$ cat src/design/msr_pkg.sv
// Shared constants, types and helpers of the maximum-sum rectangle search.
`timescale 1ns / 1ps
`default_nettype none

package msr_pkg;

  localparam int Cols     = 8;
  localparam int MaxRows  = 16;
  localparam int Capacity = Cols * MaxRows;

  localparam int AddrW   = (Capacity > 1) ? $clog2(Capacity) : 1;
  localparam int ColW    = (Cols > 1) ? $clog2(Cols) : 1;
  localparam int CcntW   = $clog2(Cols + 1);
  localparam int RcntW   = $clog2(MaxRows + 1);
  localparam int SampleW = 16;
  localparam int AccW    = SampleW + ((MaxRows > 1) ? $clog2(MaxRows) : 0);
  localparam int SumW    = AccW + ((Cols > 1) ? $clog2(Cols) : 0);
  localparam int OutSumW = 23;
  localparam int OutDataW = 40;
  localparam int CfgIdxW  = 2;
  localparam int CfgDataW = 4;

  localparam logic [CcntW-1:0] ColsC    = CcntW'(Cols);
  localparam logic [RcntW-1:0] MaxRowsC = RcntW'(MaxRows);

  // configuration register indexes
  localparam logic [CfgIdxW-1:0] CfgSearchMode = 2'd0;
  localparam logic [CfgIdxW-1:0] CfgAnchorRow  = 2'd1;
  localparam logic [CfgIdxW-1:0] CfgAnchorCol  = 2'd2;

  // result status codes
  localparam logic [1:0] StatusOk       = 2'd0;
  localparam logic [1:0] StatusOverflow = 2'd1;
  localparam logic [1:0] StatusEmpty    = 2'd2;

  typedef enum logic [1:0] {
    StLoad,
    StStart,
    StSearch
  } state_e;

  // one candidate rectangle, aligned with the table read data
  typedef struct packed {
    logic             valid;
    logic [RcntW-1:0] t;
    logic [CcntW-1:0] l;
    logic [RcntW-1:0] b;
    logic [CcntW-1:0] rr;
    logic             clr_col;
    logic             clr_run;
    logic             first;
    logic             last;
  } tag_t;

  typedef struct packed {
    logic                      valid;
    logic [RcntW-1:0]          t;
    logic [CcntW-1:0]          l;
    logic [RcntW-1:0]          b;
    logic [CcntW-1:0]          rr;
    logic signed [OutSumW-1:0] sum;
  } result_t;

  localparam int SatW = (SumW > OutSumW) ? SumW : OutSumW;

  function automatic logic signed [OutSumW-1:0] sat_sum(input logic signed [SumW-1:0] v);
    logic signed [SatW-1:0] w;
    logic signed [SatW-1:0] hi;
    logic signed [SatW-1:0] lo;
    w  = SatW'(v);
    hi = SatW'({1'b0, {(OutSumW - 1){1'b1}}});
    lo = -hi - SatW'(1);
    if (w > hi) begin
      w = hi;
    end else if (w < lo) begin
      w = lo;
    end
    return OutSumW'(w);
  endfunction

endpackage

`default_nettype wire

$ cat src/design/msr_table_mem.sv
// Table store: single write port, single registered read port.
`timescale 1ns / 1ps
`default_nettype none

module msr_table_mem (
  input  wire logic                            clk_i,
  input  wire logic                            we_i,
  input  wire logic [msr_pkg::AddrW-1:0]       wr_addr_i,
  input  wire logic [msr_pkg::SampleW-1:0]     wr_data_i,
  input  wire logic                            rd_en_i,
  input  wire logic [msr_pkg::AddrW-1:0]       rd_addr_i,
  output logic      [msr_pkg::SampleW-1:0]     rd_data_o
);

  logic [msr_pkg::SampleW-1:0] mem [msr_pkg::Capacity];

  always_ff @(posedge clk_i) begin
    if (we_i) begin
      mem[wr_addr_i] <= wr_data_i;
    end
  end

  always_ff @(posedge clk_i) begin
    if (rd_en_i) begin
      rd_data_o <= mem[rd_addr_i];
    end
  end

endmodule

`default_nettype wire

$ cat src/design/msr_scan.sv
// Candidate sequencer: walks corners in scan order, one table read a cycle.
`timescale 1ns / 1ps
`default_nettype none

module msr_scan (
  input  wire logic                      clk_i,
  input  wire logic                      rst_ni,
  input  wire logic                      start_i,
  input  wire logic                      mode_i,
  input  wire logic [3:0]                anchor_row_i,
  input  wire logic [2:0]                anchor_col_i,
  input  wire logic [msr_pkg::RcntW-1:0] rows_i,
  output logic                           rd_en_o,
  output logic [msr_pkg::AddrW-1:0]      rd_addr_o,
  output msr_pkg::tag_t                  tag_o
);

  logic                      busy_q, busy_d;
  logic                      first_q, first_d;
  logic [msr_pkg::RcntW-1:0] t_q, t_d, b_q, b_d, t1_q, t1_d;
  logic [msr_pkg::CcntW-1:0] l_q, l_d, rr_q, rr_d, l0_q, l0_d, l1_q, l1_d;
  logic                      col_end, row_end, l_end, t_end, last_cand;
  msr_pkg::tag_t             tag_d, tag_q;

  assign col_end   = (rr_q == msr_pkg::ColsC - 1'b1);
  assign row_end   = (b_q == rows_i - 1'b1);
  assign l_end     = (l_q == l1_q - 1'b1);
  assign t_end     = (t_q == t1_q - 1'b1);
  assign last_cand = col_end && row_end && l_end && t_end;

  assign rd_en_o   = busy_q;
  assign rd_addr_o = msr_pkg::AddrW'(b_q * msr_pkg::Cols + rr_q);

  always_comb begin
    tag_d         = '0;
    tag_d.valid   = busy_q;
    tag_d.t       = t_q;
    tag_d.l       = l_q;
    tag_d.b       = b_q;
    tag_d.rr      = rr_q;
    tag_d.clr_col = (b_q == t_q);
    tag_d.clr_run = (rr_q == l_q);
    tag_d.first   = first_q;
    tag_d.last    = last_cand;
  end

  always_comb begin
    busy_d  = busy_q;
    first_d = first_q;
    t_d     = t_q;
    l_d     = l_q;
    b_d     = b_q;
    rr_d    = rr_q;
    t1_d    = t1_q;
    l0_d    = l0_q;
    l1_d    = l1_q;
    if (start_i) begin
      busy_d  = 1'b1;
      first_d = 1'b1;
      if (mode_i) begin
        t_d  = '0;
        t1_d = rows_i;
        l0_d = '0;
        l1_d = msr_pkg::ColsC;
      end else begin
        t_d  = msr_pkg::RcntW'(anchor_row_i);
        t1_d = msr_pkg::RcntW'(anchor_row_i) + 1'b1;
        l0_d = msr_pkg::CcntW'(anchor_col_i);
        l1_d = msr_pkg::CcntW'(anchor_col_i) + 1'b1;
      end
      l_d  = l0_d;
      b_d  = t_d;
      rr_d = l0_d;
    end else if (busy_q) begin
      first_d = 1'b0;
      // advance innermost first: right column, bottom row, left column, top row
      priority if (!col_end) begin
        rr_d = rr_q + 1'b1;
      end else if (!row_end) begin
        b_d  = b_q + 1'b1;
        rr_d = l_q;
      end else if (!l_end) begin
        l_d  = l_q + 1'b1;
        b_d  = t_q;
        rr_d = l_q + 1'b1;
      end else if (!t_end) begin
        t_d  = t_q + 1'b1;
        l_d  = l0_q;
        b_d  = t_q + 1'b1;
        rr_d = l0_q;
      end else begin
        busy_d = 1'b0;
      end
    end
  end

  always_ff @(posedge clk_i or negedge rst_ni) begin
    if (!rst_ni) begin
      busy_q  <= 1'b0;
      first_q <= 1'b0;
      tag_q   <= '0;
    end else begin
      busy_q  <= busy_d;
      first_q <= first_d;
      tag_q   <= tag_d;
    end
  end

  always_ff @(posedge clk_i) begin
    t_q  <= t_d;
    l_q  <= l_d;
    b_q  <= b_d;
    rr_q <= rr_d;
    t1_q <= t1_d;
    l0_q <= l0_d;
    l1_q <= l1_d;
  end

  assign tag_o = tag_q;

endmodule

`default_nettype wire

$ cat src/design/msr_accum.sv
// Column accumulators, running rectangle sum and best-candidate tracking.
`timescale 1ns / 1ps
`default_nettype none

module msr_accum (
  input  wire logic                        clk_i,
  input  wire logic                        rst_ni,
  input  wire msr_pkg::tag_t               tag_i,
  input  wire logic [msr_pkg::SampleW-1:0] rd_data_i,
  output msr_pkg::result_t                 res_o
);

  logic signed [msr_pkg::AccW-1:0] colacc_q [msr_pkg::Cols];
  logic signed [msr_pkg::AccW-1:0] sample_ext, acc_old, acc_new;
  logic signed [msr_pkg::SumW-1:0] run_q, run_old, run_new;
  logic signed [msr_pkg::SumW-1:0] best_q;
  logic [msr_pkg::ColW-1:0]        idx;

  logic                      s2_valid_q, s2_first_q, s2_last_q, res_valid_q, better;
  logic [msr_pkg::RcntW-1:0] s2_t_q, s2_b_q, bt_q, bb_q;
  logic [msr_pkg::CcntW-1:0] s2_l_q, s2_rr_q, bl_q, br_q;

  assign idx = tag_i.rr[msr_pkg::ColW-1:0];

  // column sum over rows top..bottom, then running sum over columns left..right
  always_comb begin
    sample_ext = msr_pkg::AccW'($signed(rd_data_i));
    acc_old    = tag_i.clr_col ? '0 : colacc_q[idx];
    acc_new    = acc_old + sample_ext;
    run_old    = tag_i.clr_run ? '0 : run_q;
    run_new    = run_old + msr_pkg::SumW'(acc_new);
  end

  always_ff @(posedge clk_i) begin
    if (tag_i.valid) begin
      colacc_q[idx] <= acc_new;
      run_q         <= run_new;
    end
    s2_t_q  <= tag_i.t;
    s2_l_q  <= tag_i.l;
    s2_b_q  <= tag_i.b;
    s2_rr_q <= tag_i.rr;
    s2_first_q <= tag_i.first;
    s2_last_q  <= tag_i.last;
  end

  // strict compare keeps the earliest best in scan order
  assign better = s2_first_q || (run_q > best_q);

  always_ff @(posedge clk_i) begin
    if (s2_valid_q && better) begin
      best_q <= run_q;
      bt_q   <= s2_t_q;
      bl_q   <= s2_l_q;
      bb_q   <= s2_b_q;
      br_q   <= s2_rr_q;
    end
  end

  always_ff @(posedge clk_i or negedge rst_ni) begin
    if (!rst_ni) begin
      s2_valid_q  <= 1'b0;
      res_valid_q <= 1'b0;
    end else begin
      s2_valid_q  <= tag_i.valid;
      res_valid_q <= s2_valid_q && s2_last_q;
    end
  end

  always_comb begin
    res_o       = '0;
    res_o.valid = res_valid_q;
    res_o.t     = bt_q;
    res_o.l     = bl_q;
    res_o.b     = bb_q;
    res_o.rr    = br_q;
    res_o.sum   = msr_pkg::sat_sum(best_q);
  end

endmodule

`default_nettype wire

$ cat src/design/max_sum_rectangle_search.sv
// Top level of the maximum-sum rectangle search: load control, config and output register.
//
// Samples stream in row-major order, Cols per row, one transfer per cycle while tready is
// high, and are written straight into the table memory; tlast closes the table. Only complete
// rows count, and samples beyond MaxRows rows are dropped and flagged with status 1. After
// tlast the block stops taking samples, waits until any earlier result has been
// transferred, and then scans candidate rectangles: one table read per candidate through
// the memory's single read port, so a search over R rows reads R*(R+1)/2 * Cols*(Cols+1)/2
// candidates in full mode (4896 for a full 16x8 table) and (R-anchor_row)*(Cols-anchor_col)
// in anchored mode. An empty table or an anchor outside the table yields status 2 with
// zero corners and sum. While the result waits in the output register the next table
// already loads.
// Write configuration only between tables.
`timescale 1ns / 1ps
`default_nettype none

module max_sum_rectangle_search (
  input  wire logic                           clk_i,
  input  wire logic                           rst_ni,
  // configuration write port
  input  wire logic                           cfg_we_i,
  input  wire logic [msr_pkg::CfgIdxW-1:0]    cfg_idx_i,
  input  wire logic [msr_pkg::CfgDataW-1:0]   cfg_data_i,
  // sample stream
  input  wire logic                           s_axis_tvalid,
  output logic                                s_axis_tready,
  input  wire logic [15:0]                    s_axis_tdata,   // [15:0] sample_value
  input  wire logic                           s_axis_tlast,   // last_element
  // result stream
  output logic                                m_axis_tvalid,
  input  wire logic                           m_axis_tready,
  // [3:0] top_row, [6:4] left_col, [10:7] bottom_row, [13:11] right_col,
  // [36:14] best_sum, [38:37] status, [39] zero
  output logic [msr_pkg::OutDataW-1:0]        m_axis_tdata
);

  // configuration registers
  logic       search_mode_q;
  logic [3:0] anchor_row_q;
  logic [2:0] anchor_col_q;

  always_ff @(posedge clk_i or negedge rst_ni) begin
    if (!rst_ni) begin
      search_mode_q <= 1'b1;
      anchor_row_q  <= '0;
      anchor_col_q  <= '0;
    end else if (cfg_we_i) begin
      unique case (cfg_idx_i)
        msr_pkg::CfgSearchMode: search_mode_q <= cfg_data_i[0];
        msr_pkg::CfgAnchorRow:  anchor_row_q  <= cfg_data_i[3:0];
        msr_pkg::CfgAnchorCol:  anchor_col_q  <= cfg_data_i[2:0];
        default: ;  // no register at this index: drop the write
      endcase
    end
  end

  msr_pkg::state_e state_q, state_d;

  logic                      in_xfer, full, bad;
  logic                      start_search, emit_empty;
  logic                      mem_we;
  logic [msr_pkg::AddrW-1:0] load_addr_q;
  logic [msr_pkg::CcntW-1:0] col_cnt_q, col_cnt_d;
  logic [msr_pkg::RcntW-1:0] row_cnt_q, row_cnt_d;
  logic [msr_pkg::RcntW-1:0] rows_q;
  logic                      ovf_q, tab_ovf_q;

  logic                      rd_en;
  logic [msr_pkg::AddrW-1:0] rd_addr;
  logic [msr_pkg::SampleW-1:0] rd_data;
  msr_pkg::tag_t             tag;
  msr_pkg::result_t          res;

  assign in_xfer = s_axis_tvalid && s_axis_tready;
  assign full    = (row_cnt_q == msr_pkg::MaxRowsC);
  assign mem_we  = in_xfer && !full;

  // count the position of the next sample; a row completes on its last column
  always_comb begin
    col_cnt_d = col_cnt_q;
    row_cnt_d = row_cnt_q;
    if (mem_we) begin
      if (col_cnt_q == msr_pkg::ColsC - 1'b1) begin
        col_cnt_d = '0;
        row_cnt_d = row_cnt_q + 1'b1;
      end else begin
        col_cnt_d = col_cnt_q + 1'b1;
      end
    end
  end

  always_ff @(posedge clk_i or negedge rst_ni) begin
    if (!rst_ni) begin
      load_addr_q <= '0;
      col_cnt_q   <= '0;
      row_cnt_q   <= '0;
      ovf_q       <= 1'b0;
    end else if (in_xfer && s_axis_tlast) begin
      load_addr_q <= '0;
      col_cnt_q   <= '0;
      row_cnt_q   <= '0;
      ovf_q       <= 1'b0;
    end else if (in_xfer) begin
      if (mem_we) begin
        load_addr_q <= load_addr_q + 1'b1;
      end
      col_cnt_q <= col_cnt_d;
      row_cnt_q <= row_cnt_d;
      ovf_q     <= ovf_q || full;
    end
  end

  // latch the shape of the closed table; held for the whole search
  always_ff @(posedge clk_i) begin
    if (in_xfer && s_axis_tlast) begin
      rows_q    <= row_cnt_d;
      tab_ovf_q <= ovf_q || full;
    end
  end

  assign bad = (rows_q == '0) ||
               (!search_mode_q && ((anchor_row_q >= rows_q) ||
                                   (anchor_col_q >= msr_pkg::ColsC)));

  // next state
  always_comb begin
    state_d = state_q;
    unique case (state_q)
      msr_pkg::StLoad: begin
        if (in_xfer && s_axis_tlast) begin
          state_d = msr_pkg::StStart;
        end
      end
      msr_pkg::StStart: begin
        if (!m_axis_tvalid) begin
          state_d = bad ? msr_pkg::StLoad : msr_pkg::StSearch;
        end
      end
      msr_pkg::StSearch: begin
        if (res.valid) begin
          state_d = msr_pkg::StLoad;
        end
      end
      default: state_d = msr_pkg::StLoad;
    endcase
  end

  // state outputs
  always_comb begin
    s_axis_tready = 1'b0;
    start_search  = 1'b0;
    emit_empty    = 1'b0;
    unique case (state_q)
      msr_pkg::StLoad:   s_axis_tready = 1'b1;
      msr_pkg::StStart: begin
        start_search = !m_axis_tvalid && !bad;
        emit_empty   = !m_axis_tvalid && bad;
      end
      msr_pkg::StSearch: ;
      default: ;
    endcase
  end

  always_ff @(posedge clk_i or negedge rst_ni) begin
    if (!rst_ni) begin
      state_q <= msr_pkg::StLoad;
    end else begin
      state_q <= state_d;
    end
  end

  msr_table_mem u_mem (
    .clk_i     (clk_i),
    .we_i      (mem_we),
    .wr_addr_i (load_addr_q),
    .wr_data_i (s_axis_tdata),
    .rd_en_i   (rd_en),
    .rd_addr_i (rd_addr),
    .rd_data_o (rd_data)
  );

  msr_scan u_scan (
    .clk_i        (clk_i),
    .rst_ni       (rst_ni),
    .start_i      (start_search),
    .mode_i       (search_mode_q),
    .anchor_row_i (anchor_row_q),
    .anchor_col_i (anchor_col_q),
    .rows_i       (rows_q),
    .rd_en_o      (rd_en),
    .rd_addr_o    (rd_addr),
    .tag_o        (tag)
  );

  msr_accum u_accum (
    .clk_i     (clk_i),
    .rst_ni    (rst_ni),
    .tag_i     (tag),
    .rd_data_i (rd_data),
    .res_o     (res)
  );

  // output register: hold the result until the transfer completes
  logic                              out_valid_q;
  logic [3:0]                        out_top_q, out_bottom_q;
  logic [2:0]                        out_left_q, out_right_q;
  logic signed [msr_pkg::OutSumW-1:0] out_sum_q;
  logic [1:0]                        out_status_q;

  always_ff @(posedge clk_i or negedge rst_ni) begin
    if (!rst_ni) begin
      out_valid_q <= 1'b0;
    end else if (res.valid || emit_empty) begin
      out_valid_q <= 1'b1;
    end else if (m_axis_tready) begin
      out_valid_q <= 1'b0;
    end
  end

  always_ff @(posedge clk_i) begin
    if (emit_empty) begin
      out_top_q    <= '0;
      out_left_q   <= '0;
      out_bottom_q <= '0;
      out_right_q  <= '0;
      out_sum_q    <= '0;
      out_status_q <= msr_pkg::StatusEmpty;
    end else if (res.valid) begin
      out_top_q    <= 4'(res.t);
      out_left_q   <= 3'(res.l);
      out_bottom_q <= 4'(res.b);
      out_right_q  <= 3'(res.rr);
      out_sum_q    <= res.sum;
      out_status_q <= tab_ovf_q ? msr_pkg::StatusOverflow : msr_pkg::StatusOk;
    end
  end

  assign m_axis_tvalid = out_valid_q;
  assign m_axis_tdata  = {1'b0, out_status_q, out_sum_q, out_right_q, out_bottom_q,
                          out_left_q, out_top_q};

  // a finished search never lands on a result still waiting for transfer
  a_res_slot_free : assert property (@(posedge clk_i) disable iff (!rst_ni)
    res.valid |-> !out_valid_q)
    else $error("search result collides with pending output");

  // a search only starts on a table with at least one complete row
  a_start_rows : assert property (@(posedge clk_i) disable iff (!rst_ni)
    start_search |-> (rows_q != '0))
    else $error("search started on empty table");

  // the stored row count never exceeds capacity
  a_row_cap : assert property (@(posedge clk_i) disable iff (!rst_ni)
    row_cnt_q <= msr_pkg::MaxRowsC)
    else $error("row count beyond capacity");

  // no candidate reads are in flight while samples load
  a_no_scan_in_load : assert property (@(posedge clk_i) disable iff (!rst_ni)
    (state_q == msr_pkg::StLoad) |-> (!tag.valid && !rd_en))
    else $error("table read during load");

  // the memory is never written and read in the same cycle
  a_no_rw_overlap : assert property (@(posedge clk_i) disable iff (!rst_ni)
    !(mem_we && rd_en))
    else $error("table write overlaps search read");

endmodule

`default_nettype wire

$ cat config.mk
export PLATFORM = sky130hd
export DESIGN_NAME = max_sum_rectangle_search
export DESIGN_NICKNAME = d
export VERILOG_FILES = /design/src/design/msr_pkg.sv /design/src/design/msr_table_mem.sv /design/src/design/msr_scan.sv /design/src/design/msr_accum.sv /design/src/design/max_sum_rectangle_search.sv
export SDC_FILE = /design/constraint.sdc
export NUM_CORES = 2
export LEC_CHECK = 0
export BUFFER_PORTS_ARGS = -buffer_cell sky130_fd_sc_hd__buf_4
export CORE_MARGIN = 2
export CORE_UTILIZATION = 41
export DETAILED_ROUTE_END_ITERATION = 12
export PLACE_DENSITY_LB_ADDON = 0.1
export SETUP_SLACK_MARGIN = 0.05
export SYNTH_ARGS = -nofsm -noshare
export SYNTH_HDL_FRONTEND = slang
export SYNTH_SLANG_ARGS = --single-unit
$ cat constraint.sdc
create_clock -name clk_i -period 7.9 [get_ports clk_i]
set_input_delay 1.58 -clock clk_i [delete_from_list [all_inputs] [get_ports clk_i]]
set_output_delay 1.58 -clock clk_i [all_outputs]
set_load 0.02 [all_outputs]
Yosys cells after proc, flatten, opt, wreduce, memory -nomap -nowiden:

Memories as Yosys holds them, arrays and structs flattened. A register that Yosys moved wholly into a read port is not among the register bits.
Index checks and enable logic that the tools add are counted.
Widths: inputs -> output; s select.

* bitwise logic cells: 0
* shift-type cells: 0
* equal/unequal tests: 19
* reduce and logical (&&, ||, !) cells: 38
* div/mod/pow operators: 0
* order comparisons: 4
* multipliers: 0
* mux-type cells: 64
* $add $sub $neg: 15

Operator list (number)
* $mux 5: 16
* $mux 23: 3
* $mux 4: 15
* $add 23x20->23: 1
* $gt 23x23->1: 1
* $gt 23x23->1 const B: 1
* $lt 23x23->1 const B: 1
* $mux 7: 3
* $add 20x16->20: 1
* $mux 1: 20
* $mux 20: 1
* $add 5x1->5 const B: 3
* $eq 5x5->1: 3
* $reduce_bool 2->1: 7
* $add 4x1->4 const B: 3
* $logic_and 1x1->1: 11
* $reduce_and 2->1: 5
* $sub 5x1->5 const B: 2
* $eq 4x3->1 const B: 2
* $eq 4x4->1: 2
* $mux 2: 4
* $add 7x1->7 const B: 1
* $add 7x4->7: 1
* $ne 2x2->1 const B: 3
* other kinds (20): 30

* latch bits: 0
* bits in writable memories: 2208
* memories: 2
* flip-flop bits (word level): 203
* output and inout port bits: 42
* logic and storage cells: 191
* ROM bits: 0

Memory list
* u_mem.mem: words 128, bits a word 16, read ports 1, clocked after memory_dff 1, write ports 1, RTL line msr_table_mem.sv:15 `logic [msr_pkg::SampleW-1:0] mem [msr_pkg::Capacity];`
* u_accum.colacc_q: words 8, bits a word 20, read ports 1, clocked after memory_dff 0, write ports 1, RTL line msr_accum.sv:13 `logic signed [msr_pkg::AccW-1:0] colacc_q [msr_pkg::Cols];`

Depth between registers and ports, before layout:

* word-level depth: 8
* mapped depth: 28

Cells and area by module:

A second synthesis with hierarchy kept.

* cell total of the unflattened synthesis: 4500
* area total of the unflattened synthesis: 96278.6 sq um

Modules (own cells, without submodules)
* msr_table_mem: sequential area each 61979.4 sq um, area an instance 78683.0 sq um, cells each 3086, times used 1
* msr_accum: sequential area each 7176.9 sq um, area an instance 11481.0 sq um, cells each 849, times used 1
* max_sum_rectangle_search: sequential area each 1662.8 sq um, area an instance 3181.8 sq um, cells each 311, times used 1
* msr_scan: sequential area each 1526.5 sq um, area an instance 2932.8 sq um, cells each 254, times used 1

Worst setup path after synthesis:

Ideal clock, no wire load.

* path kind: flip-flop to flip-flop
* start point: register u_scan.tag_q (netlist bit u_scan.tag_o[4])
* end point: register u_accum.run_q[22] (netlist name) (data pin)
* required time: 7640 ps
* cell stages (with the launch flop): 29
* slack: 2031 ps
* data arrival time: 5609 ps
* path buffers: 3
* cells stage by stage: dfrtp_1 buf_2 buf_1 clkbuf_1 nor2_1 a21oi_1 o22ai_1 nor2_1 nor2_1 ha_1 fa_1 a21o_1 a21o_1 a21oi_1 o21ai_0 a21oi_1 o21bai_1 a21oi_1 xnor2_1 ha_1 nand2_1 o21ai_0 a21o_1 a221o_2 a221o_1 nand3_2 mux2i_1 mux2i_1 xnor2_1

* cells in the longest elaborated chain, start to end: 4

Ends and longest elaborated chain
* from (decl): RTL line msr_scan.sv:23 `msr_pkg::tag_t tag_d, tag_q;`
* from (signal assigned): RTL line msr_scan.sv:105 `tag_q <= tag_d;`
* $mem_v2 8x20
* $mux 20: RTL line msr_accum.sv:28 `acc_old = tag_i.clr_col ? '0 : colacc_q[idx];`
* $add 20x16->20: RTL line msr_accum.sv:29 `acc_new = acc_old + sample_ext;`
* via u_accum.acc_new (one bit): RTL line msr_accum.sv:14 `logic signed [msr_pkg::AccW-1:0] sample_ext, acc_old, acc_new;`
* $add 23x20->23: RTL line msr_accum.sv:31 `run_new = run_old + msr_pkg::SumW'(acc_new);`
* via u_accum.run_new (one bit): RTL line msr_accum.sv:15 `logic signed [msr_pkg::SumW-1:0] run_q, run_old, run_new;`
* to (signal assigned): RTL line msr_accum.sv:37 `run_q <= run_new;`
* to (decl): RTL line msr_accum.sv:15

The timed path passes the listed nets, and every way through them passes these cells.
A chain may end at the register's enable or synchronous reset.

Final worst setup path:

* start point: register u_scan.tag_q (netlist bit u_scan.tag_o[6])
* end point: register u_accum.run_q[22] (netlist name) (data pin)

Same word-level chain as after synthesis.

==> results.tsv <==
metric	value	unit
Placement Rows	178	
Area Growth Syn to Fin	14.2	%
Detail Route Antenna Nets	0	
Detail Route met3 WL	16.4	mm
leading area contributor after synthesis	edfxtp_1	
critical path type	reg2reg	
Max Clk Rate	156	MHz
final instance area	110000	µm²
largest net degree at the start of global routing	103	
grt total ovfl	0	
cell count after synthesis	5241	
leakage	36.5	nW
initial core utilization	41.1	%
Via Count	49796	
TritonCTS clock tree	done	
H-tree levels	5	
Worst Clk Skew	0.0472	ns
gpl congestion	0.824	
TritonCTS Buffers	283	
Post-Layout Cell Count	8903	
vias in the first global route	49825	
dominant cell by count in the synthesized netlist	edfxtp_1	
Sink Count	2426	
most frequent cells after synthesis	edfxtp_1 (2320), mux2i_1 (384), mux4_2 (351)	
ys flop type	edfxtp_1	
port bufs	68	
post-detail-place hpwl	155	mm
syn nets	5354	
nets	5661	
Hold EP	u_accum.s2_b_q[2]$_DFF_P_	
Die H	489	µm
WHS Path Cells	0	
Final Hold Violating Endpoints	0	
max-slew violations	0	
Max Buffers Root-to-Sink	4	
I/O pins	70	
Die ar.	239000	µm²
PD cells	425	nW/µm²
r2r setup slk	1.50	ns
routed len/inst	29.3	µm
CTS clk-pin slew, worst paths	0.06	ns
wire length on met2	124	mm
FF-to-FF path depth	25	
cell area after synthesis	96500	µm²
uppermost layer routed	met5	
Startpoint Class	flip-flop	
final period utilization	81.0	%
CTS resizes	0	
hold buffer count at cts	0	
vias per inst	5.59	
global-route wire length before repair	372	mm
FF-to-FF End	u_accum.run_q[22]$_DFFE_PP_	
DRC viols	0	
CTS Root Cell	clkbuf_16	
endpoints failing setup	0	
share of post-route cells with drive strength above 1	20.4	%
wl on met1	112	mm
Global Route Usage Sum	21.7	%
Synth area leaders	edfxtp_1 (72%), mux4_2 (8.2%), mux2i_1 (4.0%)	
crit end category	flip-flop	
RSZ-0062 raised after global routing	false	
Post-synth EDFFs	2320	
Worst VDD drop	330	µV
clk_lat worst skew	0.92	ns
Hold Crit Class	reg2reg	
Max Cap Viol	0	
crit path time final	6.40	ns
Crit path required time	8.53	ns
initial DRC count	4421	
Async SR Flop Fraction	2.10	%
hold_sp	u_scan.tag_o[10]$_DFF_PN0_	
hold_ws	0.338	ns
Routed WL	261	mm
Synth warnings	0	
Critical Path AT	7.03	ns
Synth top area share	72.2	%
slew margin rel.	8.98	%
first-pass detailed-route iteration total	6	
synthesized flop and latch total	2426	
setup bufs post-CTS	0	
syn_area_per_cell	18.4	µm²
worst-margin pin slew	1.35	ns
Worst Path Max Fanout	28	
FF-to-FF Start	u_scan.tag_o[6]$_DFF_PN0_	
initial antenna violation count	16	
Die X	489	µm
Seq/Total Area, Yosys	74.6	%
Placeable Area	235000	µm²
synth unique cells	74	
status	finished, final reports clean	
dpl cell area	102000	µm²
Setup TNS	0	ns
DP Cell Count	8412	
## sequential cells by signal (all words and copies together) (netlist names), 5 cells and up
name / flops
row_cnt_q: 5
u_accum.colacc_q: 160
u_accum.best_q: 23
u_mem.rd_data_o: 16
u_scan.tag_o: 19
rows_q: 5
u_scan.t1_q: 5
u_accum.run_q: 23
u_scan.t_q: 5
load_addr_q: 7
out_sum_q: 23
u_scan.b_q: 5
u_mem.mem: 2048
## per-layer routing
| layer | vias to the layer above | track usage (%) |
|---|---|---|
| met2 | 1479 | 34.6 |
| met5 | - | 0 |
| met1 | 26075 | 29.9 |
| met4 | 4 | 7.29 |
| met3 | 429 | 4.30 |
| li1 | 21809 | - |
## report_power, final
part | internal (W) | leakage [nW] | total [W] | switching, W
clock | 0.00716 | 4.11 | 0.0121 | 0.00499
sequential | 0.0164 | 22.1 | 0.0170 | 0.000567
combinational | 0.00661 | 10.3 | 0.0178 | 0.0112
## how the worst max path moves through the flow
stage	slack (ns)	to	from	cells past startpoint
after floorplan	2.03	u_accum.run_q[22]$_DFFE_PP_	u_scan.tag_o[4]$_DFF_PN0_	28
after global placement	1.52	u_accum.run_q[22]$_DFFE_PP_	u_scan.tag_o[6]$_DFF_PN0_	25
after detailed placement	1.52	u_accum.run_q[22]$_DFFE_PP_	u_scan.tag_o[6]$_DFF_PN0_	26
after CTS	1.46	u_accum.run_q[22]$_DFFE_PP_	u_scan.tag_o[6]$_DFF_PN0_	26
after global routing	0.98	u_accum.run_q[22]$_DFFE_PP_	u_scan.tag_o[6]$_DFF_PN0_	26
final	1.50	u_accum.run_q[22]$_DFFE_PP_	u_scan.tag_o[6]$_DFF_PN0_	25
## critical path: stages (launching register included)
cell and delay [ns]:
dfrtp_2 0.68, and2_1 0.46, a21oi_1 0.20, o22ai_1 0.09, nor2_1 0.14, nor2_1 0.06
ha_1 0.25, fa_1 0.43, a21o_1 0.19, a21o_1 0.19, a21oi_1 0.27, o21ai_0 0.16
a21oi_1 0.25, o21bai_1 0.10, a21oi_1 0.17, xnor2_1 0.37, ha_1 0.42, nand2_1 0.12
o21ai_0 0.08, a21o_1 0.18, a221o_2 0.45, a221o_1 0.36, nand3_2 0.09, mux2i_1 0.18
mux2i_1 0.10, xnor2_1 0.13
## kinds of logic after synthesis
logic type	count (synthesis)	share of synthesized area (%)
flip-flops	2426	74.6
multiplexers	860	13.6
AO/OA/AOI/OAI	776	5.16
AND/OR/NAND/NOR	656	2.95
buffers and inverters	337	1.57
XOR/XNOR	100	0.937
adder cells (fa/ha/maj)	85	1.12
other	1	0.00388
## placed cells by master (no fill, tap or decap), types with 10 or more instances in the layout
cell type and instances:
nand2_1 217, o21ai_0 151, nor2b_1 38, clkinv_1 60, dfxtp_1 55, mux2i_1 384, o21a_1 12, inv_1 56
xnor2_1 50, o22ai_1 114, nand3_1 27, nor2_1 265, ha_1 81, a22oi_1 13, buf_12 12, nand4_1 10
clkbuf_16 291, xor2_1 44, o311ai_0 25, nor3_1 15, a21oi_1 210, o221ai_1 101, edfxtp_1 2320, buf_4 289
dfrtp_1 46, a21o_1 20, mux4_2 351, a211oi_1 77, clkbuf_1 76, clkinv_2 25, mux2_2 125, diode_2 12
bufinv_16 12
## cell type report
class	count	area [µm²]
flip-flops and latches	2426	72100
diodes	12	30.0
repair buffers	302	2410
fillers	19998	125000
inverters	57	214
clock inverters	105	786
multi-input cells	2478	23100
clock buffers	373	7650
well taps	3150	3940
## per-stage QoR
stage	setup slack, ns	power [W]	util (%)
finish	1.50	0.0469	47.0
global route	0.980	0.0492	47.0
CTS	1.46	0.0474	46.9
detailed placement	1.52	0.0351	43.4
global placement	1.52	0.0350	43.4
floorplan	2.03	0.0287	-
Power figures use the tool's default switching activity.
